--- src/hdl/bbpq_pkg.sv ---
// Shared types, codes and constants of the blocking buffer pool queue.
`default_nettype none

package bbpq_pkg;

    localparam int KIND_W = 3;
    localparam int ID_W   = 4;
    localparam int BUF_W  = 4;
    localparam int STAT_W = 3;
    localparam int CFG_W  = 5;
    localparam int NUM_IDS = 2 ** ID_W;

    localparam int DEF_MAX_BLOCKS     = 16;
    localparam int DEF_MAX_REQUESTERS = 16;
    localparam int POOL_CAP           = 16;
    localparam logic [CFG_W-1:0] BLOCKS_RESET = CFG_W'(16);

    typedef enum logic [KIND_W-1:0] {
        K_ALLOC   = 3'd0,
        K_PUSH    = 3'd1,
        K_PULL    = 3'd2,
        K_RELEASE = 3'd3,
        K_CANCEL  = 3'd4,
        K_RESET   = 3'd5
    } t_kind;

    typedef enum logic [STAT_W-1:0] {
        ST_GRANTED   = 3'd0,
        ST_WAITING   = 3'd1,
        ST_HANDED    = 3'd2,
        ST_STORED    = 3'd3,
        ST_CANCELLED = 3'd4,
        ST_NOT_FOUND = 3'd5,
        ST_WOKEN     = 3'd6
    } t_status;

    typedef enum logic [3:0] {
        S_INIT_START,
        S_INIT_FILL,
        S_IDLE,
        S_DISPATCH,
        S_GRANT,
        S_HAND,
        S_STORED,
        S_CAN_READ,
        S_CAN_CHECK,
        S_RST_READ,
        S_RST_EMIT,
        S_RST_START,
        S_RST_FILL,
        S_SUMMARY
    } t_state;

    typedef enum logic [3:0] {
        OP_NONE,
        OP_LOAD,
        OP_SRC_POP,
        OP_DST_APPEND,
        OP_WL_APPEND,
        OP_WL_POP,
        OP_HAND_CLR,
        OP_WALK_READ,
        OP_WALK_CHECK,
        OP_CAN_DROP,
        OP_LIST_NEXT,
        OP_FILL_START,
        OP_FILL_STEP
    } t_op;

    typedef enum logic [3:0] {
        RES_GRANT,
        RES_WAIT,
        RES_REFUSE,
        RES_HAND,
        RES_STORED,
        RES_DROP,
        RES_CANCEL,
        RES_WOKEN,
        RES_SUMMARY
    } t_res;

    typedef struct packed {
        t_op  op;
        logic emit;
        t_res res;
    } t_cmd;

    typedef struct packed {
        logic [KIND_W-1:0] kind;
        logic              src_nonempty;
        logic              dst_full;
        logic              wl_nonempty;
        logic              waiters_full;
        logic              member;
        logic              walk_end;
        logic              last_list;
        logic              fill_done;
        logic              out_free;
    } t_stat;

    typedef struct packed {
        logic [STAT_W-1:0] status;
        logic [ID_W-1:0]   target;
        logic [BUF_W-1:0]  buffer_out;
        logic              buffer_valid;
        logic              queue_empty;
        logic              pool_full;
        logic              last;
    } t_result;

endpackage

`default_nettype wire

--- src/hdl/bbpq_if.sv ---
// Request and response channel interfaces of the blocking buffer pool queue.
`default_nettype none

interface bbpq_req_if;
    logic                         valid;
    logic                         ready;
    logic [bbpq_pkg::KIND_W-1:0]  kind;
    logic [bbpq_pkg::ID_W-1:0]    requester;
    logic [bbpq_pkg::BUF_W-1:0]   buffer_index;

    modport source (output valid, kind, requester, buffer_index, input ready);
    modport sink   (input valid, kind, requester, buffer_index, output ready);
endinterface

interface bbpq_rsp_if;
    logic                         valid;
    logic                         ready;
    logic [bbpq_pkg::STAT_W-1:0]  status;
    logic [bbpq_pkg::ID_W-1:0]    target;
    logic [bbpq_pkg::BUF_W-1:0]   buffer_out;
    logic                         buffer_valid;
    logic                         queue_empty;
    logic                         pool_full;
    logic                         last;

    modport source (output valid, status, target, buffer_out, buffer_valid, queue_empty,
                    pool_full, last, input ready);
    modport sink   (input valid, status, target, buffer_out, buffer_valid, queue_empty,
                    pool_full, last, output ready);
endinterface

`default_nettype wire

--- src/hdl/bbpq_ring.sv ---
// Circular list in a memory with head pointer and fill count.
`default_nettype none

module bbpq_ring #(
    parameter int DEPTH = bbpq_pkg::DEF_MAX_BLOCKS
) (
    input  wire                          i_clk,
    input  wire                          i_rst_n,
    input  wire                          i_rd,
    input  wire  [$clog2(DEPTH)-1:0]     i_rd_off,
    input  wire                          i_wr,
    input  wire  [$clog2(DEPTH)-1:0]     i_wr_off,
    input  wire  [bbpq_pkg::ID_W-1:0]    i_wr_data,
    input  wire                          i_pop,
    input  wire                          i_push,
    input  wire                          i_drop,
    input  wire                          i_clear,
    output logic [bbpq_pkg::ID_W-1:0]    o_rdata,
    output logic [$clog2(DEPTH+1)-1:0]   o_count
);
    localparam int IW = $clog2(DEPTH);
    localparam int CW = $clog2(DEPTH + 1);

    logic [bbpq_pkg::ID_W-1:0] mem [DEPTH];
    logic [IW-1:0] r_head;
    logic [CW-1:0] r_count;
    logic [bbpq_pkg::ID_W-1:0] r_rdata;
    logic [IW:0]   rd_sum;
    logic [IW:0]   wr_sum;
    logic [IW-1:0] rd_addr;
    logic [IW-1:0] wr_addr;
    logic [IW-1:0] n_head;
    logic [CW-1:0] n_count;

    // wrap head + offset into the ring
    always_comb begin
        rd_sum = {1'b0, r_head} + {1'b0, i_rd_off};
        wr_sum = {1'b0, r_head} + {1'b0, i_wr_off};
        if (rd_sum >= (IW+1)'(DEPTH)) begin
            rd_addr = IW'(rd_sum - (IW+1)'(DEPTH));
        end else begin
            rd_addr = rd_sum[IW-1:0];
        end
        if (wr_sum >= (IW+1)'(DEPTH)) begin
            wr_addr = IW'(wr_sum - (IW+1)'(DEPTH));
        end else begin
            wr_addr = wr_sum[IW-1:0];
        end
    end

    always_comb begin
        n_head  = r_head;
        n_count = r_count;
        if (i_clear) begin
            n_head  = '0;
            n_count = '0;
        end else begin
            if (i_pop) begin
                n_head = (r_head == IW'(DEPTH - 1)) ? '0 : r_head + IW'(1);
            end
            n_count = r_count + CW'(i_push) - CW'(i_pop) - CW'(i_drop);
        end
    end

    always_ff @(posedge i_clk) begin
        if (!i_rst_n) begin
            r_head  <= '0;
            r_count <= '0;
        end else begin
            r_head  <= n_head;
            r_count <= n_count;
        end
    end

    always_ff @(posedge i_clk) begin
        if (i_wr) begin
            mem[wr_addr] <= i_wr_data;
        end
        if (i_rd) begin
            r_rdata <= mem[rd_addr];
        end
    end

    assign o_rdata = r_rdata;
    assign o_count = r_count;

endmodule

`default_nettype wire

--- src/hdl/bbpq_datapath.sv ---
// Datapath: buffer and waiter rings, membership flags, walk counters, result register.
`default_nettype none

module bbpq_datapath #(
    parameter int MAX_BLOCKS     = bbpq_pkg::DEF_MAX_BLOCKS,
    parameter int MAX_REQUESTERS = bbpq_pkg::DEF_MAX_REQUESTERS
) (
    input  wire                            i_clk,
    input  wire                            i_rst_n,
    input  bbpq_pkg::t_cmd                 i_cmd,
    output bbpq_pkg::t_stat                o_stat,
    input  wire  [bbpq_pkg::KIND_W-1:0]    i_kind,
    input  wire  [bbpq_pkg::ID_W-1:0]      i_requester,
    input  wire  [bbpq_pkg::BUF_W-1:0]     i_buffer_index,
    input  wire  [bbpq_pkg::CFG_W-1:0]     i_blocks,
    output logic                           o_res_valid,
    input  wire                            i_res_ready,
    output bbpq_pkg::t_result              o_res
);
    localparam int BIW = $clog2(MAX_BLOCKS);
    localparam int BCW = $clog2(MAX_BLOCKS + 1);
    localparam int WIW = $clog2(MAX_REQUESTERS);
    localparam int WCW = $clog2(MAX_REQUESTERS + 1);
    localparam int FILL_MAX = (MAX_BLOCKS < bbpq_pkg::POOL_CAP) ? MAX_BLOCKS
                                                                : bbpq_pkg::POOL_CAP;
    localparam int IDW = bbpq_pkg::ID_W;

    // ring 0: free / push-waiters, ring 1: filled / pull-waiters
    logic [1:0]     b_rd, b_wr, b_pop, b_push, b_clear;
    logic [BIW-1:0] b_rd_off  [2];
    logic [BIW-1:0] b_wr_off  [2];
    logic [IDW-1:0] b_wr_data [2];
    logic [IDW-1:0] b_rdata   [2];
    logic [BCW-1:0] b_count   [2];

    logic [1:0]     w_rd, w_wr, w_pop, w_push, w_drop, w_clear;
    logic [WIW-1:0] w_rd_off  [2];
    logic [WIW-1:0] w_wr_off  [2];
    logic [IDW-1:0] w_wr_data [2];
    logic [IDW-1:0] w_rdata   [2];
    logic [WCW-1:0] w_count   [2];

    logic [bbpq_pkg::KIND_W-1:0] r_kind;
    logic [IDW-1:0]              r_who;
    logic [bbpq_pkg::BUF_W-1:0]  r_buf;

    logic [bbpq_pkg::NUM_IDS-1:0] r_mem_push, r_mem_pull;
    logic [WCW-1:0] r_walk;
    logic           r_found;
    logic           r_lsel;
    logic [BCW-1:0] r_fill;
    logic [BCW-1:0] r_fill_n;

    logic                 r_out_valid;
    bbpq_pkg::t_result    r_out;
    bbpq_pkg::t_result    n_out;

    logic                 bsel, wsel, out_free;
    logic [WCW-1:0]       walk_m2;
    logic [WCW:0]         waiters_total;
    logic [bbpq_pkg::CFG_W-1:0] blocks_lim;

    for (genvar g = 0; g < 2; g++) begin : g_rings
        bbpq_ring #(.DEPTH(MAX_BLOCKS)) u_buf_ring (
            .i_clk     (i_clk),
            .i_rst_n   (i_rst_n),
            .i_rd      (b_rd[g]),
            .i_rd_off  (b_rd_off[g]),
            .i_wr      (b_wr[g]),
            .i_wr_off  (b_wr_off[g]),
            .i_wr_data (b_wr_data[g]),
            .i_pop     (b_pop[g]),
            .i_push    (b_push[g]),
            .i_drop    (1'b0),
            .i_clear   (b_clear[g]),
            .o_rdata   (b_rdata[g]),
            .o_count   (b_count[g])
        );
        bbpq_ring #(.DEPTH(MAX_REQUESTERS)) u_wait_ring (
            .i_clk     (i_clk),
            .i_rst_n   (i_rst_n),
            .i_rd      (w_rd[g]),
            .i_rd_off  (w_rd_off[g]),
            .i_wr      (w_wr[g]),
            .i_wr_off  (w_wr_off[g]),
            .i_wr_data (w_wr_data[g]),
            .i_pop     (w_pop[g]),
            .i_push    (w_push[g]),
            .i_drop    (w_drop[g]),
            .i_clear   (w_clear[g]),
            .o_rdata   (w_rdata[g]),
            .o_count   (w_count[g])
        );
    end

    // allocate and release work on free + push-waiters, push and pull on filled + pull-waiters
    always_comb begin
        bsel = (r_kind == bbpq_pkg::K_PUSH) || (r_kind == bbpq_pkg::K_PULL);
        if (r_kind == bbpq_pkg::K_CANCEL) begin
            wsel = !r_mem_push[r_who];
        end else if (r_kind == bbpq_pkg::K_RESET) begin
            wsel = r_lsel;
        end else begin
            wsel = bsel;
        end
        walk_m2       = r_walk - WCW'(2);
        waiters_total = {1'b0, w_count[0]} + {1'b0, w_count[1]};
        out_free      = !r_out_valid || i_res_ready;
    end

    always_comb begin
        if (i_blocks == '0) begin
            blocks_lim = bbpq_pkg::CFG_W'(1);
        end else if (int'(i_blocks) > FILL_MAX) begin
            blocks_lim = bbpq_pkg::CFG_W'(FILL_MAX);
        end else begin
            blocks_lim = i_blocks;
        end
    end

    always_comb begin
        o_stat.kind         = r_kind;
        o_stat.src_nonempty = b_count[bsel] != '0;
        o_stat.dst_full     = b_count[bsel] == BCW'(MAX_BLOCKS);
        o_stat.wl_nonempty  = w_count[wsel] != '0;
        o_stat.waiters_full = waiters_total >= (WCW+1)'(MAX_REQUESTERS);
        o_stat.member       = r_mem_push[r_who] || r_mem_pull[r_who];
        o_stat.walk_end     = r_walk == w_count[wsel];
        o_stat.last_list    = r_lsel;
        o_stat.fill_done    = r_fill == r_fill_n;
        o_stat.out_free     = out_free;
    end

    // ring commands
    always_comb begin
        b_rd = '0; b_wr = '0; b_pop = '0; b_push = '0; b_clear = '0;
        w_rd = '0; w_wr = '0; w_pop = '0; w_push = '0; w_drop = '0; w_clear = '0;
        for (int k = 0; k < 2; k++) begin
            b_rd_off[k]  = '0;
            b_wr_off[k]  = b_count[k][BIW-1:0];
            b_wr_data[k] = r_buf;
            w_rd_off[k]  = '0;
            w_wr_off[k]  = w_count[k][WIW-1:0];
            w_wr_data[k] = r_who;
        end
        unique case (i_cmd.op)
            bbpq_pkg::OP_SRC_POP: begin
                b_rd[bsel]  = 1'b1;
                b_pop[bsel] = 1'b1;
            end
            bbpq_pkg::OP_DST_APPEND: begin
                b_wr[bsel]   = 1'b1;
                b_push[bsel] = 1'b1;
            end
            bbpq_pkg::OP_WL_APPEND: begin
                w_wr[wsel]   = 1'b1;
                w_push[wsel] = 1'b1;
            end
            bbpq_pkg::OP_WL_POP: begin
                w_rd[wsel]  = 1'b1;
                w_pop[wsel] = 1'b1;
            end
            bbpq_pkg::OP_WALK_READ: begin
                w_rd[wsel]     = 1'b1;
                w_rd_off[wsel] = r_walk[WIW-1:0];
            end
            bbpq_pkg::OP_WALK_CHECK: begin
                // close the gap: move the entry just read one place toward the head
                if (r_found) begin
                    w_wr[wsel]      = 1'b1;
                    w_wr_off[wsel]  = walk_m2[WIW-1:0];
                    w_wr_data[wsel] = w_rdata[wsel];
                end
            end
            bbpq_pkg::OP_CAN_DROP: begin
                w_drop[wsel] = 1'b1;
            end
            bbpq_pkg::OP_FILL_START: begin
                b_clear = '1;
                w_clear = '1;
            end
            bbpq_pkg::OP_FILL_STEP: begin
                b_wr[0]      = 1'b1;
                b_push[0]    = 1'b1;
                b_wr_data[0] = IDW'(r_fill);
            end
            default: begin
            end
        endcase
    end

    always_ff @(posedge i_clk) begin
        if (i_cmd.op == bbpq_pkg::OP_LOAD) begin
            r_kind <= i_kind;
            r_who  <= i_requester;
            r_buf  <= i_buffer_index;
        end
    end

    always_ff @(posedge i_clk) begin
        if (!i_rst_n) begin
            r_walk     <= '0;
            r_found    <= 1'b0;
            r_lsel     <= 1'b0;
            r_fill     <= '0;
            r_fill_n   <= '0;
            r_mem_push <= '0;
            r_mem_pull <= '0;
        end else begin
            unique case (i_cmd.op)
                bbpq_pkg::OP_LOAD: begin
                    r_walk  <= '0;
                    r_found <= 1'b0;
                    r_lsel  <= 1'b0;
                end
                bbpq_pkg::OP_WL_APPEND: begin
                    if (wsel) begin
                        r_mem_pull[r_who] <= 1'b1;
                    end else begin
                        r_mem_push[r_who] <= 1'b1;
                    end
                end
                bbpq_pkg::OP_HAND_CLR: begin
                    r_mem_push[w_rdata[wsel]] <= 1'b0;
                    r_mem_pull[w_rdata[wsel]] <= 1'b0;
                end
                bbpq_pkg::OP_WALK_READ: begin
                    r_walk <= r_walk + WCW'(1);
                end
                bbpq_pkg::OP_WALK_CHECK: begin
                    if (!r_found && (w_rdata[wsel] == r_who)) begin
                        r_found <= 1'b1;
                    end
                end
                bbpq_pkg::OP_CAN_DROP: begin
                    r_mem_push[r_who] <= 1'b0;
                    r_mem_pull[r_who] <= 1'b0;
                end
                bbpq_pkg::OP_LIST_NEXT: begin
                    r_lsel <= 1'b1;
                    r_walk <= '0;
                end
                bbpq_pkg::OP_FILL_START: begin
                    r_mem_push <= '0;
                    r_mem_pull <= '0;
                    r_fill     <= '0;
                    r_fill_n   <= BCW'(blocks_lim);
                end
                bbpq_pkg::OP_FILL_STEP: begin
                    r_fill <= r_fill + BCW'(1);
                end
                default: begin
                end
            endcase
        end
    end

    // result formatting
    always_comb begin
        n_out.status       = bbpq_pkg::ST_GRANTED;
        n_out.target       = r_who;
        n_out.buffer_out   = '0;
        n_out.buffer_valid = 1'b0;
        n_out.queue_empty  = b_count[1] == '0;
        n_out.pool_full    = b_count[0] == '0;
        n_out.last         = 1'b1;
        unique case (i_cmd.res)
            bbpq_pkg::RES_GRANT: begin
                n_out.buffer_out   = b_rdata[bsel];
                n_out.buffer_valid = 1'b1;
            end
            bbpq_pkg::RES_WAIT: begin
                n_out.status = bbpq_pkg::ST_WAITING;
            end
            bbpq_pkg::RES_REFUSE: begin
                n_out.status = bbpq_pkg::ST_NOT_FOUND;
            end
            bbpq_pkg::RES_HAND: begin
                n_out.status       = bbpq_pkg::ST_HANDED;
                n_out.target       = w_rdata[wsel];
                n_out.buffer_out   = r_buf;
                n_out.buffer_valid = 1'b1;
            end
            bbpq_pkg::RES_STORED: begin
                n_out.status = bbpq_pkg::ST_STORED;
                n_out.target = '0;
            end
            bbpq_pkg::RES_DROP: begin
                n_out.status       = bbpq_pkg::ST_NOT_FOUND;
                n_out.target       = '0;
                n_out.buffer_out   = r_buf;
                n_out.buffer_valid = 1'b1;
            end
            bbpq_pkg::RES_CANCEL: begin
                n_out.status = bbpq_pkg::ST_CANCELLED;
            end
            bbpq_pkg::RES_WOKEN: begin
                // flags report the pool as it stands once the refill is done
                n_out.status      = bbpq_pkg::ST_WOKEN;
                n_out.target      = w_rdata[wsel];
                n_out.queue_empty = 1'b1;
                n_out.pool_full   = 1'b0;
                n_out.last        = 1'b0;
            end
            bbpq_pkg::RES_SUMMARY: begin
                n_out.target = '0;
            end
            default: begin
            end
        endcase
    end

    always_ff @(posedge i_clk) begin
        if (!i_rst_n) begin
            r_out_valid <= 1'b0;
        end else if (i_cmd.emit) begin
            r_out_valid <= 1'b1;
        end else if (i_res_ready) begin
            r_out_valid <= 1'b0;
        end
    end

    always_ff @(posedge i_clk) begin
        if (i_cmd.emit) begin
            r_out <= n_out;
        end
    end

    assign o_res_valid = r_out_valid;
    assign o_res       = r_out;

    a_waiter_cap: assert property (@(posedge i_clk) disable iff (!i_rst_n)
        waiters_total <= (WCW+1)'(MAX_REQUESTERS))
        else $error("waiter lists exceed capacity");

    a_single_list: assert property (@(posedge i_clk) disable iff (!i_rst_n)
        (r_mem_push & r_mem_pull) == '0)
        else $error("requester marked in both waiter lists");

    a_drop_found: assert property (@(posedge i_clk) disable iff (!i_rst_n)
        (i_cmd.op == bbpq_pkg::OP_CAN_DROP) |-> r_found)
        else $error("cancel walk ended without finding the requester");

    a_clean_buf: assert property (@(posedge i_clk) disable iff (!i_rst_n)
        (r_out_valid && !r_out.buffer_valid) |-> (r_out.buffer_out == '0))
        else $error("buffer field set on a beat without a buffer");

endmodule

`default_nettype wire

--- src/hdl/bbpq_ctrl.sv ---
// Controller state machine sequencing each request through the datapath.
`default_nettype none

module bbpq_ctrl (
    input  wire              i_clk,
    input  wire              i_rst_n,
    input  wire              i_in_valid,
    output logic             o_in_ready,
    input  bbpq_pkg::t_stat  i_stat,
    output bbpq_pkg::t_cmd   o_cmd
);
    bbpq_pkg::t_state r_state, n_state;

    always_ff @(posedge i_clk) begin
        if (!i_rst_n) begin
            r_state <= bbpq_pkg::S_INIT_START;
        end else begin
            r_state <= n_state;
        end
    end

    // next state
    always_comb begin
        n_state = r_state;
        unique case (r_state)
            bbpq_pkg::S_INIT_START: n_state = bbpq_pkg::S_INIT_FILL;
            bbpq_pkg::S_INIT_FILL: begin
                if (i_stat.fill_done) n_state = bbpq_pkg::S_IDLE;
            end
            bbpq_pkg::S_IDLE: begin
                if (i_in_valid) n_state = bbpq_pkg::S_DISPATCH;
            end
            bbpq_pkg::S_DISPATCH: begin
                unique case (i_stat.kind)
                    bbpq_pkg::K_ALLOC, bbpq_pkg::K_PULL: begin
                        if (i_stat.src_nonempty) begin
                            n_state = bbpq_pkg::S_GRANT;
                        end else if (i_stat.out_free) begin
                            n_state = bbpq_pkg::S_IDLE;
                        end
                    end
                    bbpq_pkg::K_PUSH, bbpq_pkg::K_RELEASE: begin
                        if (i_stat.wl_nonempty) begin
                            n_state = bbpq_pkg::S_HAND;
                        end else if (!i_stat.dst_full) begin
                            n_state = bbpq_pkg::S_STORED;
                        end else if (i_stat.out_free) begin
                            n_state = bbpq_pkg::S_IDLE;
                        end
                    end
                    bbpq_pkg::K_CANCEL: begin
                        if (i_stat.member) begin
                            n_state = bbpq_pkg::S_CAN_READ;
                        end else if (i_stat.out_free) begin
                            n_state = bbpq_pkg::S_IDLE;
                        end
                    end
                    bbpq_pkg::K_RESET: n_state = bbpq_pkg::S_RST_READ;
                    default:           n_state = bbpq_pkg::S_IDLE;
                endcase
            end
            bbpq_pkg::S_GRANT, bbpq_pkg::S_HAND, bbpq_pkg::S_STORED,
            bbpq_pkg::S_SUMMARY: begin
                if (i_stat.out_free) n_state = bbpq_pkg::S_IDLE;
            end
            bbpq_pkg::S_CAN_READ: begin
                if (!i_stat.walk_end) begin
                    n_state = bbpq_pkg::S_CAN_CHECK;
                end else if (i_stat.out_free) begin
                    n_state = bbpq_pkg::S_IDLE;
                end
            end
            bbpq_pkg::S_CAN_CHECK: n_state = bbpq_pkg::S_CAN_READ;
            bbpq_pkg::S_RST_READ: begin
                if (!i_stat.walk_end) begin
                    n_state = bbpq_pkg::S_RST_EMIT;
                end else if (i_stat.last_list) begin
                    n_state = bbpq_pkg::S_RST_START;
                end
            end
            bbpq_pkg::S_RST_EMIT: begin
                if (i_stat.out_free) n_state = bbpq_pkg::S_RST_READ;
            end
            bbpq_pkg::S_RST_START: n_state = bbpq_pkg::S_RST_FILL;
            bbpq_pkg::S_RST_FILL: begin
                if (i_stat.fill_done) n_state = bbpq_pkg::S_SUMMARY;
            end
            default: n_state = bbpq_pkg::S_IDLE;
        endcase
    end

    // commands
    always_comb begin
        o_cmd.op   = bbpq_pkg::OP_NONE;
        o_cmd.emit = 1'b0;
        o_cmd.res  = bbpq_pkg::RES_SUMMARY;
        o_in_ready = 1'b0;
        unique case (r_state)
            bbpq_pkg::S_INIT_START, bbpq_pkg::S_RST_START: begin
                o_cmd.op = bbpq_pkg::OP_FILL_START;
            end
            bbpq_pkg::S_INIT_FILL, bbpq_pkg::S_RST_FILL: begin
                if (!i_stat.fill_done) o_cmd.op = bbpq_pkg::OP_FILL_STEP;
            end
            bbpq_pkg::S_IDLE: begin
                o_in_ready = 1'b1;
                if (i_in_valid) o_cmd.op = bbpq_pkg::OP_LOAD;
            end
            bbpq_pkg::S_DISPATCH: begin
                unique case (i_stat.kind)
                    bbpq_pkg::K_ALLOC, bbpq_pkg::K_PULL: begin
                        if (i_stat.src_nonempty) begin
                            o_cmd.op = bbpq_pkg::OP_SRC_POP;
                        end else if (i_stat.out_free) begin
                            o_cmd.emit = 1'b1;
                            if (i_stat.member) begin
                                o_cmd.res = bbpq_pkg::RES_WAIT;
                            end else if (i_stat.waiters_full) begin
                                o_cmd.res = bbpq_pkg::RES_REFUSE;
                            end else begin
                                o_cmd.res = bbpq_pkg::RES_WAIT;
                                o_cmd.op  = bbpq_pkg::OP_WL_APPEND;
                            end
                        end
                    end
                    bbpq_pkg::K_PUSH, bbpq_pkg::K_RELEASE: begin
                        if (i_stat.wl_nonempty) begin
                            o_cmd.op = bbpq_pkg::OP_WL_POP;
                        end else if (!i_stat.dst_full) begin
                            o_cmd.op = bbpq_pkg::OP_DST_APPEND;
                        end else if (i_stat.out_free) begin
                            o_cmd.emit = 1'b1;
                            o_cmd.res  = bbpq_pkg::RES_DROP;
                        end
                    end
                    bbpq_pkg::K_CANCEL: begin
                        if (!i_stat.member && i_stat.out_free) begin
                            o_cmd.emit = 1'b1;
                            o_cmd.res  = bbpq_pkg::RES_REFUSE;
                        end
                    end
                    default: begin
                    end
                endcase
            end
            bbpq_pkg::S_GRANT: begin
                o_cmd.emit = i_stat.out_free;
                o_cmd.res  = bbpq_pkg::RES_GRANT;
            end
            bbpq_pkg::S_HAND: begin
                if (i_stat.out_free) begin
                    o_cmd.emit = 1'b1;
                    o_cmd.res  = bbpq_pkg::RES_HAND;
                    o_cmd.op   = bbpq_pkg::OP_HAND_CLR;
                end
            end
            bbpq_pkg::S_STORED: begin
                o_cmd.emit = i_stat.out_free;
                o_cmd.res  = bbpq_pkg::RES_STORED;
            end
            bbpq_pkg::S_CAN_READ: begin
                if (!i_stat.walk_end) begin
                    o_cmd.op = bbpq_pkg::OP_WALK_READ;
                end else if (i_stat.out_free) begin
                    o_cmd.op   = bbpq_pkg::OP_CAN_DROP;
                    o_cmd.emit = 1'b1;
                    o_cmd.res  = bbpq_pkg::RES_CANCEL;
                end
            end
            bbpq_pkg::S_CAN_CHECK: begin
                o_cmd.op = bbpq_pkg::OP_WALK_CHECK;
            end
            bbpq_pkg::S_RST_READ: begin
                if (!i_stat.walk_end) begin
                    o_cmd.op = bbpq_pkg::OP_WALK_READ;
                end else if (!i_stat.last_list) begin
                    o_cmd.op = bbpq_pkg::OP_LIST_NEXT;
                end
            end
            bbpq_pkg::S_RST_EMIT: begin
                o_cmd.emit = i_stat.out_free;
                o_cmd.res  = bbpq_pkg::RES_WOKEN;
            end
            bbpq_pkg::S_SUMMARY: begin
                o_cmd.emit = i_stat.out_free;
                o_cmd.res  = bbpq_pkg::RES_SUMMARY;
            end
            default: begin
            end
        endcase
    end

endmodule

`default_nettype wire

--- src/hdl/blocking_buffer_pool_queue.sv ---
// Top level of the blocking buffer pool queue: channels, register port, controller and datapath.
//
// Requests arrive as beats on i_req (kind, requester, buffer_index) and results leave as
// beats on o_rsp; a beat moves when valid and ready are both high at a rising edge.
// Every request gives one result beat except reset pool, which gives one woken beat per
// waiter (push-waiters first, then pull-waiters, oldest first) and a closing summary beat
// with last set; kinds 6 and 7 give none.
// Steps per request, from acceptance to the result being registered:
//   allocate, pull, push, release: the result is formatted in the dispatch state when it needs
//   no ring access (wait, refuse, drop), else one ring memory read or write comes first.
//   cancel: refused in the dispatch state when the requester waits nowhere, else the waiter
//   list is walked entry by entry through the waiter ring's single read port, each entry
//   read in one state and checked in the next, closing the gap as it goes.
//   reset pool: a walk over both waiter rings, one woken beat per waiter, then the
//   one-entry-per-cycle refill of the free ring.
// A new request is taken only when the previous one has finished.
// After i_rst_n the free ring is refilled with min(MAX_BLOCKS, 16) buffers, one per cycle;
// i_req.ready stays low until then, while the register port is served as ever.
// blocks_in_use (address 0) takes effect at the next refill.
// A stalled receiver holds the result in the output register; the controller holds at the
// next beat it has to hand over until that register drains.
`default_nettype none

module blocking_buffer_pool_queue #(
    parameter int MAX_BLOCKS     = bbpq_pkg::DEF_MAX_BLOCKS,
    parameter int MAX_REQUESTERS = bbpq_pkg::DEF_MAX_REQUESTERS
) (
    input  wire         i_clk,
    input  wire         i_rst_n,
    bbpq_req_if.sink    i_req,
    bbpq_rsp_if.source  o_rsp,
    input  wire         psel,
    input  wire         penable,
    input  wire         pwrite,
    input  wire  [2:0]  paddr,
    input  wire  [31:0] pwdata,
    output logic [31:0] prdata,
    output logic        pready
);
    bbpq_pkg::t_cmd    cmd;
    bbpq_pkg::t_stat   stat;
    bbpq_pkg::t_result res;
    logic              res_valid;
    logic              reg_sel;

    logic [bbpq_pkg::CFG_W-1:0] r_blocks;

    // one register: index from paddr[2], byte lanes ignored
    assign reg_sel = paddr[2] == 1'b0;
    assign pready  = 1'b1;

    always_ff @(posedge i_clk) begin
        if (!i_rst_n) begin
            r_blocks <= bbpq_pkg::BLOCKS_RESET;
        end else if (psel && penable && pwrite && reg_sel) begin
            r_blocks <= pwdata[bbpq_pkg::CFG_W-1:0];
        end
    end

    assign prdata = reg_sel ? {{(32 - bbpq_pkg::CFG_W){1'b0}}, r_blocks} : '0;

    bbpq_ctrl u_ctrl (
        .i_clk      (i_clk),
        .i_rst_n    (i_rst_n),
        .i_in_valid (i_req.valid),
        .o_in_ready (i_req.ready),
        .i_stat     (stat),
        .o_cmd      (cmd)
    );

    bbpq_datapath #(
        .MAX_BLOCKS     (MAX_BLOCKS),
        .MAX_REQUESTERS (MAX_REQUESTERS)
    ) u_datapath (
        .i_clk          (i_clk),
        .i_rst_n        (i_rst_n),
        .i_cmd          (cmd),
        .o_stat         (stat),
        .i_kind         (i_req.kind),
        .i_requester    (i_req.requester),
        .i_buffer_index (i_req.buffer_index),
        .i_blocks       (r_blocks),
        .o_res_valid    (res_valid),
        .i_res_ready    (o_rsp.ready),
        .o_res          (res)
    );

    // drive the result beat
    assign o_rsp.valid        = res_valid;
    assign o_rsp.status       = res.status;
    assign o_rsp.target       = res.target;
    assign o_rsp.buffer_out   = res.buffer_out;
    assign o_rsp.buffer_valid = res.buffer_valid;
    assign o_rsp.queue_empty  = res.queue_empty;
    assign o_rsp.pool_full    = res.pool_full;
    assign o_rsp.last         = res.last;

endmodule

`default_nettype wire
--- src/flat_wrapper.sv ---
// flat-port wrapper written by rule: the top's interface ports become plain ports
module blocking_buffer_pool_queue_flat 
#(
    parameter int MAX_BLOCKS     = bbpq_pkg::DEF_MAX_BLOCKS,
    parameter int MAX_REQUESTERS = bbpq_pkg::DEF_MAX_REQUESTERS
)
  (i_clk, i_rst_n, psel, penable, pwrite, paddr, pwdata, prdata, pready, i_req_valid, i_req_kind, i_req_requester, i_req_buffer_index, i_req_ready, o_rsp_valid, o_rsp_status, o_rsp_target, o_rsp_buffer_out, o_rsp_buffer_valid, o_rsp_queue_empty, o_rsp_pool_full, o_rsp_last, o_rsp_ready);
  bbpq_req_if i_req_i ();
  bbpq_rsp_if o_rsp_i ();
  input  wire i_clk;
  input  wire i_rst_n;
  input  wire psel;
  input  wire penable;
  input  wire pwrite;
  input  wire  [2:0] paddr;
  input  wire  [31:0] pwdata;
  output logic [31:0] prdata;
  output logic pready;
  input wire logic [$bits(i_req_i.valid)-1:0] i_req_valid;
  input wire logic [$bits(i_req_i.kind)-1:0] i_req_kind;
  input wire logic [$bits(i_req_i.requester)-1:0] i_req_requester;
  input wire logic [$bits(i_req_i.buffer_index)-1:0] i_req_buffer_index;
  output wire logic [$bits(i_req_i.ready)-1:0] i_req_ready;
  output wire logic [$bits(o_rsp_i.valid)-1:0] o_rsp_valid;
  output wire logic [$bits(o_rsp_i.status)-1:0] o_rsp_status;
  output wire logic [$bits(o_rsp_i.target)-1:0] o_rsp_target;
  output wire logic [$bits(o_rsp_i.buffer_out)-1:0] o_rsp_buffer_out;
  output wire logic [$bits(o_rsp_i.buffer_valid)-1:0] o_rsp_buffer_valid;
  output wire logic [$bits(o_rsp_i.queue_empty)-1:0] o_rsp_queue_empty;
  output wire logic [$bits(o_rsp_i.pool_full)-1:0] o_rsp_pool_full;
  output wire logic [$bits(o_rsp_i.last)-1:0] o_rsp_last;
  input wire logic [$bits(o_rsp_i.ready)-1:0] o_rsp_ready;
  assign i_req_i.valid = i_req_valid;
  assign i_req_i.kind = i_req_kind;
  assign i_req_i.requester = i_req_requester;
  assign i_req_i.buffer_index = i_req_buffer_index;
  assign i_req_ready = i_req_i.ready;
  assign o_rsp_valid = o_rsp_i.valid;
  assign o_rsp_status = o_rsp_i.status;
  assign o_rsp_target = o_rsp_i.target;
  assign o_rsp_buffer_out = o_rsp_i.buffer_out;
  assign o_rsp_buffer_valid = o_rsp_i.buffer_valid;
  assign o_rsp_queue_empty = o_rsp_i.queue_empty;
  assign o_rsp_pool_full = o_rsp_i.pool_full;
  assign o_rsp_last = o_rsp_i.last;
  assign o_rsp_i.ready = o_rsp_ready;
  blocking_buffer_pool_queue #(.MAX_BLOCKS(MAX_BLOCKS), .MAX_REQUESTERS(MAX_REQUESTERS)) u_core (.i_clk(i_clk), .i_rst_n(i_rst_n), .i_req(i_req_i), .o_rsp(o_rsp_i), .psel(psel), .penable(penable), .pwrite(pwrite), .paddr(paddr), .pwdata(pwdata), .prdata(prdata), .pready(pready));
endmodule
--- config.mk ---
export PLATFORM = sky130hd
export DESIGN_NAME = blocking_buffer_pool_queue_flat
export DESIGN_NICKNAME = d
export VERILOG_FILES = /design/src/hdl/bbpq_pkg.sv /design/src/hdl/bbpq_if.sv /design/src/hdl/bbpq_ring.sv /design/src/hdl/bbpq_datapath.sv /design/src/hdl/bbpq_ctrl.sv /design/src/hdl/blocking_buffer_pool_queue.sv /design/src/flat_wrapper.sv
export SDC_FILE = /design/constraint.sdc
export NUM_CORES = 1
export LEC_CHECK = 0
export BUFFER_PORTS_ARGS = -buffer_cell sky130_fd_sc_hd__buf_4
export CAP_MARGIN = 20
export CORE_UTILIZATION = 45
export CTS_CLUSTER_SIZE = 10
export DETAILED_ROUTE_END_ITERATION = 6
export SLEW_MARGIN = 20
export SYNTH_ARGS = -nofsm -noshare
export SYNTH_HDL_FRONTEND = slang
export SYNTH_SLANG_ARGS = --single-unit
--- constraint.sdc ---
create_clock -name i_clk -period 7.9 [get_ports i_clk]
set_input_delay 1.58 -clock i_clk [delete_from_list [all_inputs] [get_ports i_clk]]
set_output_delay 1.58 -clock i_clk [all_outputs]
set_load 0.005 [all_outputs]
==> results of run 1 <==
[kinds of logic (layout without fill, tap and decap cells)]
kind of cell | Yosys count | after routing | share of synthesized area, %
and+or+nand+nor | 441 | 441 | 10.86
buffers and inverters | 146 | 193 | 3.586
other | 2 | 28 | 0.03899
DFF | 393 | 393 | 56.33
AOI/OAI and AO/OA | 280 | 280 | 9.478
xor gates and xnor gates | 68 | 68 | 3.170
muxes | 131 | 131 | 11.91
adders and majority gates | 64 | 64 | 4.625
[sequential cells by signal, summed over array words and instances (netlist names), 10 cells and up]
name / count
u_core.u_datapath.g_rings.u_buf_ring.mem: 128
u_core.u_datapath.r_mem_pull: 16
u_core.u_datapath.o_res: 15
u_core.u_datapath.r_mem_push: 16
u_core.u_datapath.g_rings.u_wait_ring.o_count: 10
u_core.u_datapath.g_rings.u_wait_ring.mem: 128
u_core.u_datapath.g_rings.u_buf_ring.o_count: 10
[routing by layer]
layer | vias to the layer above | global-route usage, % | wire length [microns]
li1 | 5835 | - | -
met1 | 6169 | 29.25 | 20270
met2 | 378 | 32.18 | 20540
met3 | 52 | 3.607 | 2390
met4 | 0 | 4.868 | 672
met5 | - | 0 | 0
[synthesized netlist by cell type, drive strengths merged (3+ instances only)]
| cell | n |
|---|---|
| a2111oi | 3 |
| a21boi | 5 |
| a21o | 16 |
| a21oi | 95 |
| a22oi | 3 |
| a311o | 5 |
| a31oi | 29 |
| and3 | 16 |
| buf | 44 |
| clkbuf | 52 |
| clkinv | 3 |
| dfxtp | 95 |
| edfxtp | 298 |
| fa | 12 |
| ha | 52 |
| inv | 47 |
| mux2 | 6 |
| mux2i | 47 |
| mux4 | 78 |
| nand2 | 133 |
| nand2b | 6 |
| nand3 | 26 |
| nand3b | 18 |
| nand4 | 16 |
| nor2 | 127 |
| nor2b | 17 |
| nor3 | 53 |
| nor3b | 4 |
| nor4 | 4 |
| o21a | 4 |
| o21ai | 50 |
| o21bai | 3 |
| o22ai | 6 |
| o311ai | 33 |
| o31a | 3 |
| o31ai | 3 |
| or2 | 3 |
| or3 | 11 |
| or3b | 4 |
| xnor2 | 38 |
| xor2 | 30 |
[layout make-up]
| cell class | count | share of cell area, % |
|---|---|---|
| Multi-Input combinational cell | 1012 | 36.64 |
| Clock inverter | 7 | 0.2222 |
| Inverter | 50 | 0.8773 |
| Clock buffer | 71 | 6.112 |
| Timing Repair Buffer | 65 | 2.281 |
| Tap cell | 539 | 3.152 |
| Sequential cell | 393 | 50.72 |
[how the worst max path moves through the flow]
stage,depth (start not counted),to,slack [ps],start
2_1_floorplan,19,flop,3370,o_rsp_ready
3_3_place_gp,18,flop,2230,o_rsp_ready
3_5_place_dp,18,flop,2190,o_rsp_ready
4_1_cts,13,u_core.u_datapath.g_rings[1].u_wait_ring.mem[0][0],2340,u_core.u_datapath.r_who[1]
5_1_grt,13,u_core.u_datapath.g_rings[1].u_wait_ring.mem[8][2],1960,u_core.u_datapath.r_who[1]
6_report,13,u_core.u_datapath.g_rings[1].u_wait_ring.mem[0][0],2350,u_core.u_datapath.r_who[1]
[critical path, stage by stage (launching register included)]
cell and delay, ps:
edfxtp_1 970, mux4_2 630, mux2_2 320, nor2_1 370
nor3_4 40, buf_4 260, nor2_1 580, nand2_1 110
nand2_1 80, ha_1 170, inv_1 60, fa_1 560
or3b_1 440, nor3_1 540
[where the power goes]
group          switching, mW  internal (mW)  total, mW
registers             0.0809           2.31       2.40
clock network          0.807           1.13       1.94
logic                  0.547          0.276      0.824
total                   1.44           3.72       5.16
==> run summary, run 1 <==
WL final: 43.87 mm
Avg Synthesized Cell Area: 12.63 sq um
Fin. max-slew vios: 0
PostCTS Resize Cnt: 0
Initial antenna violation count: 1
Cell Count, Final, Fillers Out: 2137
Fill count: 3612
Pin count of the biggest net entering global routing: 38
DIE WIDTH: 208.9 microns
Routed Antenna Nets: 0
DR iter-0 viols: 1100
Die area: 43630 sq um
RSZ-0062 raised after global routing: no
Layout Skew: 25.81 ps
R2r worst-path depth: 13
WHS Endpoint: u_core.u_datapath.r_mem_push[15]
WHS Path Cells: 2
GRT Total Usage: 20.37%
CTS Hold Bufs: 0
Postcts setup bufs: 0
Status: finished, final reports clean
Clk Latency, worst-skew pair: 590 ps
Max Cap Viol: 0
Most frequent cells in the layout: 298 x edfxtp_1, 133 x nand2_1, 126 x nor2_1
Hold_sp: u_core.u_datapath.r_mem_push[15]
Cells after DPL: 2059
Pleak: 7.461 nW
VDD IR max: 0.1327 mV
IO Pins: 103
Worst Hold Class: flop to flop
Critical path arrival: 5740 ps
First-pass GRT wire length: 69.03 mm
Final Hold Fails: 0
Worst reg2reg setup slack: 2350 ps
Synth-to-Final Area Change: 11.07%
Fin area: 21390 sq um
Num rows: 75
Worst Tran Pin Value: 1041 ps
CP Capture Type: flop
Place WS: 2189 ps
Register area share after synthesis: 56.33%
Cts bufs inserted: 47
FMAX: 180.3 MHz
DRT Pass-1 Iters: 5
Final Cycle Share: 70.22%
Worst slew margin: 30.10%
Post-synth top area share: 46.46%
Most used DFF post-synth: edfxtp_1
Post-synth EDFFs: 298
Utilization after layout: 50.89%
Synth async-reset ratio: 0%
Share of layout cells above drive strength 1: 14.27%
Clk buf depth: 3
Routability-driven placement congestion ratio: 0.8937
Worst setup margin: 2353 ps
Number of diodes: 0
Root Buffer: clkbuf_16
Final setup fails: 0
Routed len/inst: 20.53 microns
Htree depth: 2
Commonest non-fill, non-tap cell in the layout: edfxtp_1
Die Y: 208.9 microns
Crit Reg-Reg Startpoint: u_core.u_datapath.r_who[1]
I/O Buffers: 45
DR DRC count: 0
Reg2reg end: u_core.u_datapath.g_rings[1].u_wait_ring.mem[0][0]
FF+latch count, synth: 393
Min cycle time layout: 5547 ps
Crit path launch type: flop
Area of the multi-input gates: 7838 sq um
Vias in the first global route: 12120
Synthesized cell area: 19260 sq um
Register area: 10850 sq um
Required @ worst endpoint: 8100 ps
Clock-pin slew on the worst setup and hold paths: 60 ps
Nets: 1686
Vias: 12430
CTS tree: built
Hold Slack: 474.7 ps
Total power: 5.158 mW
Area contributors post-synth: edfxtp_1 46%, dfxtp_1 9.9%, mux4_2 9.1%
Core footprint: 42040 sq um
Post-synthesis cell count: 1525
Pwr dens: 241.1 nW/um^2
Crit Path Max Fanout: 24
HPWL after DPL: 30.47 mm
Placement Cell Area: 20030 sq um
Avg Vias per Cell: 5.818
Setup_tns: 0 ps
Congestion Overflow GR: 0
Yosys warns: 0
Sinks on Clock Net: 393
WS Path Type: flop to flop
Synth cell types: 75
Initial Util: 45.82%
Synth area leader: edfxtp_1
(Power assumes the default switching activity.)
==> run 2: changes to the inputs <==
Settings changed: ABC_AREA set to 1.
Clock period 7.9 ns to 4.66 ns, I/O delays scaled along.
==> run summary, run 2 <==
Crit Reg-Reg Startpoint: u_core.u_datapath.r_who[0]
Root Buffer: clkbuf_16
Cell mode on critical path: nand2_1
WHS Path Cells: 2
Num rows: 76
Crit Path Max Fanout: 6
Vias in the first global route: 14470
Hold_sp: u_core.u_datapath.r_mem_push[5]
Worst Hold Class: flop to flop
Register area share after synthesis: 55.18%
Worst Tran Pin Value: 1017 ps
Post-synth EDFFs: 298
GRT Total Usage: 21.56%
First-pass GRT wire length: 75.58 mm
Synth async-reset ratio: 0%
Clk Latency, worst-skew pair: 600 ps
Pin count of the biggest net entering global routing: 39
Nets: 2360
Area contributors post-synth: edfxtp_1 46%, dfxtp_1 9.7%, nand2_1 7.2%
CP Capture Type: flop
CTS Hold Bufs: 0
Core footprint: 43080 sq um
WHS Endpoint: u_core.u_datapath.r_mem_push[5]
Setup_tns: -10.93 ps
Most used DFF post-synth: edfxtp_1
CTS tree: built
Largest regs: u_core.u_datapath.g_rings.u_buf_ring.mem: 128 flops, u_core.u_datapath.g_rings.u_wait_ring.mem: 128 flops
Final Hold Fails: 0
Sinks on Clock Net: 393
Yosys warns: 0
Commonest non-fill, non-tap cell in the layout: nand2_1
Layout Skew: 27.42 ps
Cts bufs inserted: 47
Routability-driven placement congestion ratio: 0.9342
FMAX: 214.1 MHz
Post-synth top cells: 377 x nand2_1, 314 x nor2_1, 298 x edfxtp_1
Area of the multi-input gates: 7931 sq um
Die area: 44540 sq um
Crit path launch type: flop
Required @ worst endpoint: 5000 ps
Fill count: 3902
Htree depth: 2
Cells after DPL: 2759
Routed len/inst: 16.93 microns
Synth-to-Final Area Change: 18.04%
Critical-path top delay cell: fa_2
Cell with the most instances after synthesis: nand2_1
WL final: 48.52 mm
Avg Synthesized Cell Area: 9.364 sq um
Share of layout cells above drive strength 1: 16.48%
Total power: 9.662 mW
Cell Count, Final, Fillers Out: 2866
FF+latch count, synth: 393
DR DRC count: 0
Pwr dens: 416.3 nW/um^2
Critical path arrival: 5010 ps
Buf/Inv on CP: 5
Fin. max-slew vios: 0
Congestion Overflow GR: 0
Synth area leader: edfxtp_1
Pleak: 8.954 nW
Final Cycle Share: 100.2%
Clk buf depth: 3
Min cycle time layout: 4671 ps
DRT Pass-1 Iters: 7
Status: complete, but fails checks
Register area: 10850 sq um
Most frequent cells in the layout: 352 x nand2_1, 307 x nor2_1, 298 x edfxtp_1
Worst reg2reg setup slack: -10 ps
HPWL after DPL: 33.82 mm
Synth cell types: 56
Worst slew margin: 32.13%
Clock-pin slew on the worst setup and hold paths: 60 ps
RSZ-0062 raised after global routing: yes
R2r worst-path depth: 35
Final setup fails: 1
Initial Util: 45.65%
Vias: 15100
Avg Vias per Cell: 5.269
DIE WIDTH: 211.0 microns
Worst setup margin: -10.93 ps
Max Cap Viol: 0
Cell family with most CP delay: simple AND/OR/NAND/NOR gates
VDD IR max: 0.3582 mV
Crit-path max cell delay: 630 ps
Post-synthesis cell count: 2100
DR iter-0 viols: 1089
IO Pins: 103
Die Y: 211.0 microns
Violated checks: setup timing
I/O Buffers: 45
Number of diodes: 0
Routed Antenna Nets: 0
Synthesized cell area: 19660 sq um
Initial antenna violation count: 2
Post-synth top area share: 45.51%
WS Path Type: flop to flop
==> run 2: final cells by class <==
class,count,area share [%]
inverter,231,3.768
timing repair inverter,1,0.03234
multi-input combinational,1404,34.17
clock buffer,82,5.946
tap,585,3.153
clock inverter,5,0.3989
timing repair buffer,165,5.784
sequential,393,46.75
==> run 2: worst max path at each step <==
stage / from / end / slack [ps] / depth (start not counted)
after global placement: u_core.u_datapath.r_who[1] / flop / -160 / 29
final: u_core.u_datapath.r_who[0] / flop / -10 / 35
after detailed placement: u_core.u_datapath.r_who[0] / flop / -240 / 29
after floorplan: i_req_valid / flop / 290 / 17
after CTS: u_core.u_datapath.r_who[0] / flop / 10 / 30
after global routing: u_core.u_datapath.r_who[0] / flop / -240 / 32
==> run 2: power breakdown <==
group | switching [mW] | total, mW | leakage, nW | internal [mW]
registers | 0.0979 | 4.06 | 3.45 | 3.97
logic | 1.38 | 2.10 | 4.80 | 0.725
clock network | 1.43 | 3.50 | 0.700 | 2.07
total | 2.90 | 9.66 | 8.95 | 6.76
==> run 2: tightest hold or removal path, stage by stage, from the launching register on <==
cell and delay, ps:
dfxtp_1 310, inv_1 50, a21oi_1 50
==> run 2: kinds of logic after synthesis <==
family	Yosys count	share of synthesized area, %
muxes	10	0.5091
DFF	393	55.18
and+or+nand+nor	878	19.09
AOI/OAI and AO/OA	387	12.05
other	2	0.03819
adders and majority gates	64	4.530
buffers and inverters	330	7.006
xor gates and xnor gates	36	1.603
==> run 2: metrics by stage <==
stage                     setup slack (ps)  instance area (sq um)  hold slack (ps)  util (%)
after floorplan                      290.7                  19760            422.6         -
after global placement              -155.2                  21130            433.8     49.04
after detailed placement            -241.9                  21130            436.1     49.04
after CTS                            14.74                  22620            445.9     52.51
after global routing                -242.2                  23210            464.5     53.88
final                               -10.93                  23210            444.5     53.88
==> run 2: repair_timing <==
action,4_1_cts,5_1_grt
setup endpoints to repair,8,74
setup buffers,0,19
resized for setup,11,130
cloned,0,3
pin swaps,0,35
==> run 2: metal layers <==
layer  share of wire (%)  global-route usage, %
met1                  44                  29.39
met2                  47                  34.81
met3                 5.8                  3.762
met4                 2.6                  7.121
met5                   0                      0
==> run 3: changes to the inputs <==
Settings changed: CORE_ASPECT_RATIO set to 1.1, CORE_UTILIZATION 45 to 40.
==> run summary, run 3 (same netlist as run 2, synthesis figures left out) <==
Critical path arrival: 5010 ps
Pleak: 8.819 nW
Clock-pin slew on the worst setup and hold paths: 60 ps
RSZ-0062 raised after global routing: yes
Fin. max-slew vios: 0
P_int: 6.692 mW
Routed len/inst: 16.58 microns
Status: finished, final reports clean
Number of diodes: 0
Worst Hold Class: flop to flop
GRT Total Usage: 19.64%
Clk buf depth: 3
Routability-driven placement congestion ratio: 0.9245
Share of layout cells above drive strength 1: 14.18%
WL final: 48.46 mm
Worst slew margin: 44.97%
Routed Antenna Nets: 0
CTS tree: built
Combinational share of power: 21.4%
Synth-to-Final Area Change: 16.61%
Initial antenna violation count: 0
DR DRC count: 0
Metal2 WL: 23.69 mm
Worst Tran Pin Value: 825.5 ps
Total power: 9.509 mW
Die area: 50050 sq um
Clk Latency, worst-skew pair: 590 ps
Sinks on Clock Net: 393
I/O Buffers: 45
Avg Vias per Cell: 5.110
Root Buffer: clkbuf_16
Final Cycle Share: 97.66%
DRT Pass-1 Iters: 6
CP startpoint: u_core.u_datapath.r_who[0]
Place WS: 86.83 ps
IO Pins: 103
Clk network pwr share: 35.8%
DR iter-0 viols: 1115
Crit path launch type: flop
Initial Util: 40.85%
Hold_sp: u_core.u_datapath.r_mem_push[15]
Register area: 10850 sq um
Fill count: 4548
Vias in the first global route: 14420
Placement Cell Area: 21240 sq um
Pin count of the biggest net entering global routing: 39
Setup_tns: 0 ps
Final setup fails: 0
FMAX: 219.7 MHz
Min cycle time layout: 4551 ps
Num rows: 84
WS Path Type: flop to flop
Worst setup margin: 108.8 ps
Vias: 14940
VDD IR max: 0.2877 mV
Pwr dens: 414.7 nW/um^2
CP Capture Type: flop
Crit Reg-Reg Startpoint: u_core.u_datapath.r_who[0]
Final Hold Fails: 0
First-pass GRT wire length: 76.56 mm
HPWL after DPL: 34.27 mm
Cts bufs inserted: 47
Crit Path Max Fanout: 7
Htree depth: 2
Die Y: 234.5 microns
Cell mode on critical path: nand2_1
Critical-path top delay cell: fa_2
Sw frac: 29.62%
Fin area: 22930 sq um
Commonest non-fill, non-tap cell in the layout: nand2_1
Congestion Overflow GR: 0
WL met3: 2.486 mm
R2r worst-path depth: 30
Crit-path max cell delay: 630 ps
Seq pwr share: 42.8%
Max Cap Viol: 0
Required @ worst endpoint: 5120 ps
Layout Skew: 30.91 ps
Met1 Routed Length: 20.63 mm
Most frequent cells in the layout: 369 x nand2_1, 310 x nor2_1, 298 x edfxtp_1
WHS Path Cells: 2
Core footprint: 48140 sq um
Top Metal Used: met4
Area of the multi-input gates: 7692 sq um
Largest regs: u_core.u_datapath.g_rings.u_buf_ring.mem: 128 flops, u_core.u_datapath.g_rings.u_wait_ring.mem: 128 flops
Psw: 2.817 mW
DIE WIDTH: 213.4 microns
Nets: 2356
## run 3: cell count changes in the layout (fill, tap and decap cells not counted), moves of 8 or more
cell / before / now
o21ai_1: 18 / 9
o21ai_2: 18 / 4
o21ai_0: 127 / 151
nand2_1: 352 / 369
nand2_2: 22 / 12
nand2_4: 11 / 3
## run 3: final timing paths
check,slack [ps],to
setup / recovery,110,flop
hold / removal,450,u_core.u_datapath.r_mem_push[15]
setup reg to reg,110,flop
hold reg to reg,450,u_core.u_datapath.r_mem_push[15]
## run 3: per-stage QoR
| step | instances | hold slack (ps) | util, % |
|---|---|---|---|
| 2_1_floorplan | 2126 | 422.6 | - |
| 5_1_grt | 2923 | 466.7 | 47.63 |
| 6_report | 2923 | 450.4 | 47.63 |
| 3_3_place_gp | 2825 | 433.1 | 44.13 |
| 4_1_cts | 2913 | 449.8 | 47.07 |
| 3_5_place_dp | 2825 | 440.8 | 44.13 |
## run 3: worst max-delay path, delay by kind of cell (launching register included)
kind	cells	cell delay (ps)
compound gates	3	660
fa+ha+maj	2	850
buf+inv	4	520
flops	1	470
simple gates	21	1910
## run 3: timing repair
action | 4_1_cts | 5_1_grt
buffers inserted | 0 | 9
hold buffers | 0 | 0
resized for setup | 0 | 56
hold endpoints to repair | 0 | 0
endpoints found under the setup margin | 0 | 10
## run 3: area by class of cell
| class | instances | share of cell area, % |
|---|---|---|
| repair buffers | 163 | 5.631 |
| clock buffers | 80 | 5.844 |
| flip-flops and latches | 393 | 47.33 |
| well taps | 645 | 3.520 |
| inverters | 231 | 3.803 |
| multi-input cells | 1403 | 33.55 |
| clock inverters | 8 | 0.3274 |
## run 3: power by group through the flow
stage	registers [mW]	logic, mW	clock network, mW
final	4.07	2.04	3.40
after global routing	4.08	2.25	3.64
after CTS	4.06	1.94	3.50
after detailed placement	4.14	1.92	0
after global placement	4.13	1.90	0
after floorplan	4.10	1.27	0
## run 3: layer usage
layer	vias up	track usage, %
met4	0	7.969
met1	7048	24.48
met5	-	0
met2	381	33.40
met3	109	3.695
li1	7399	-
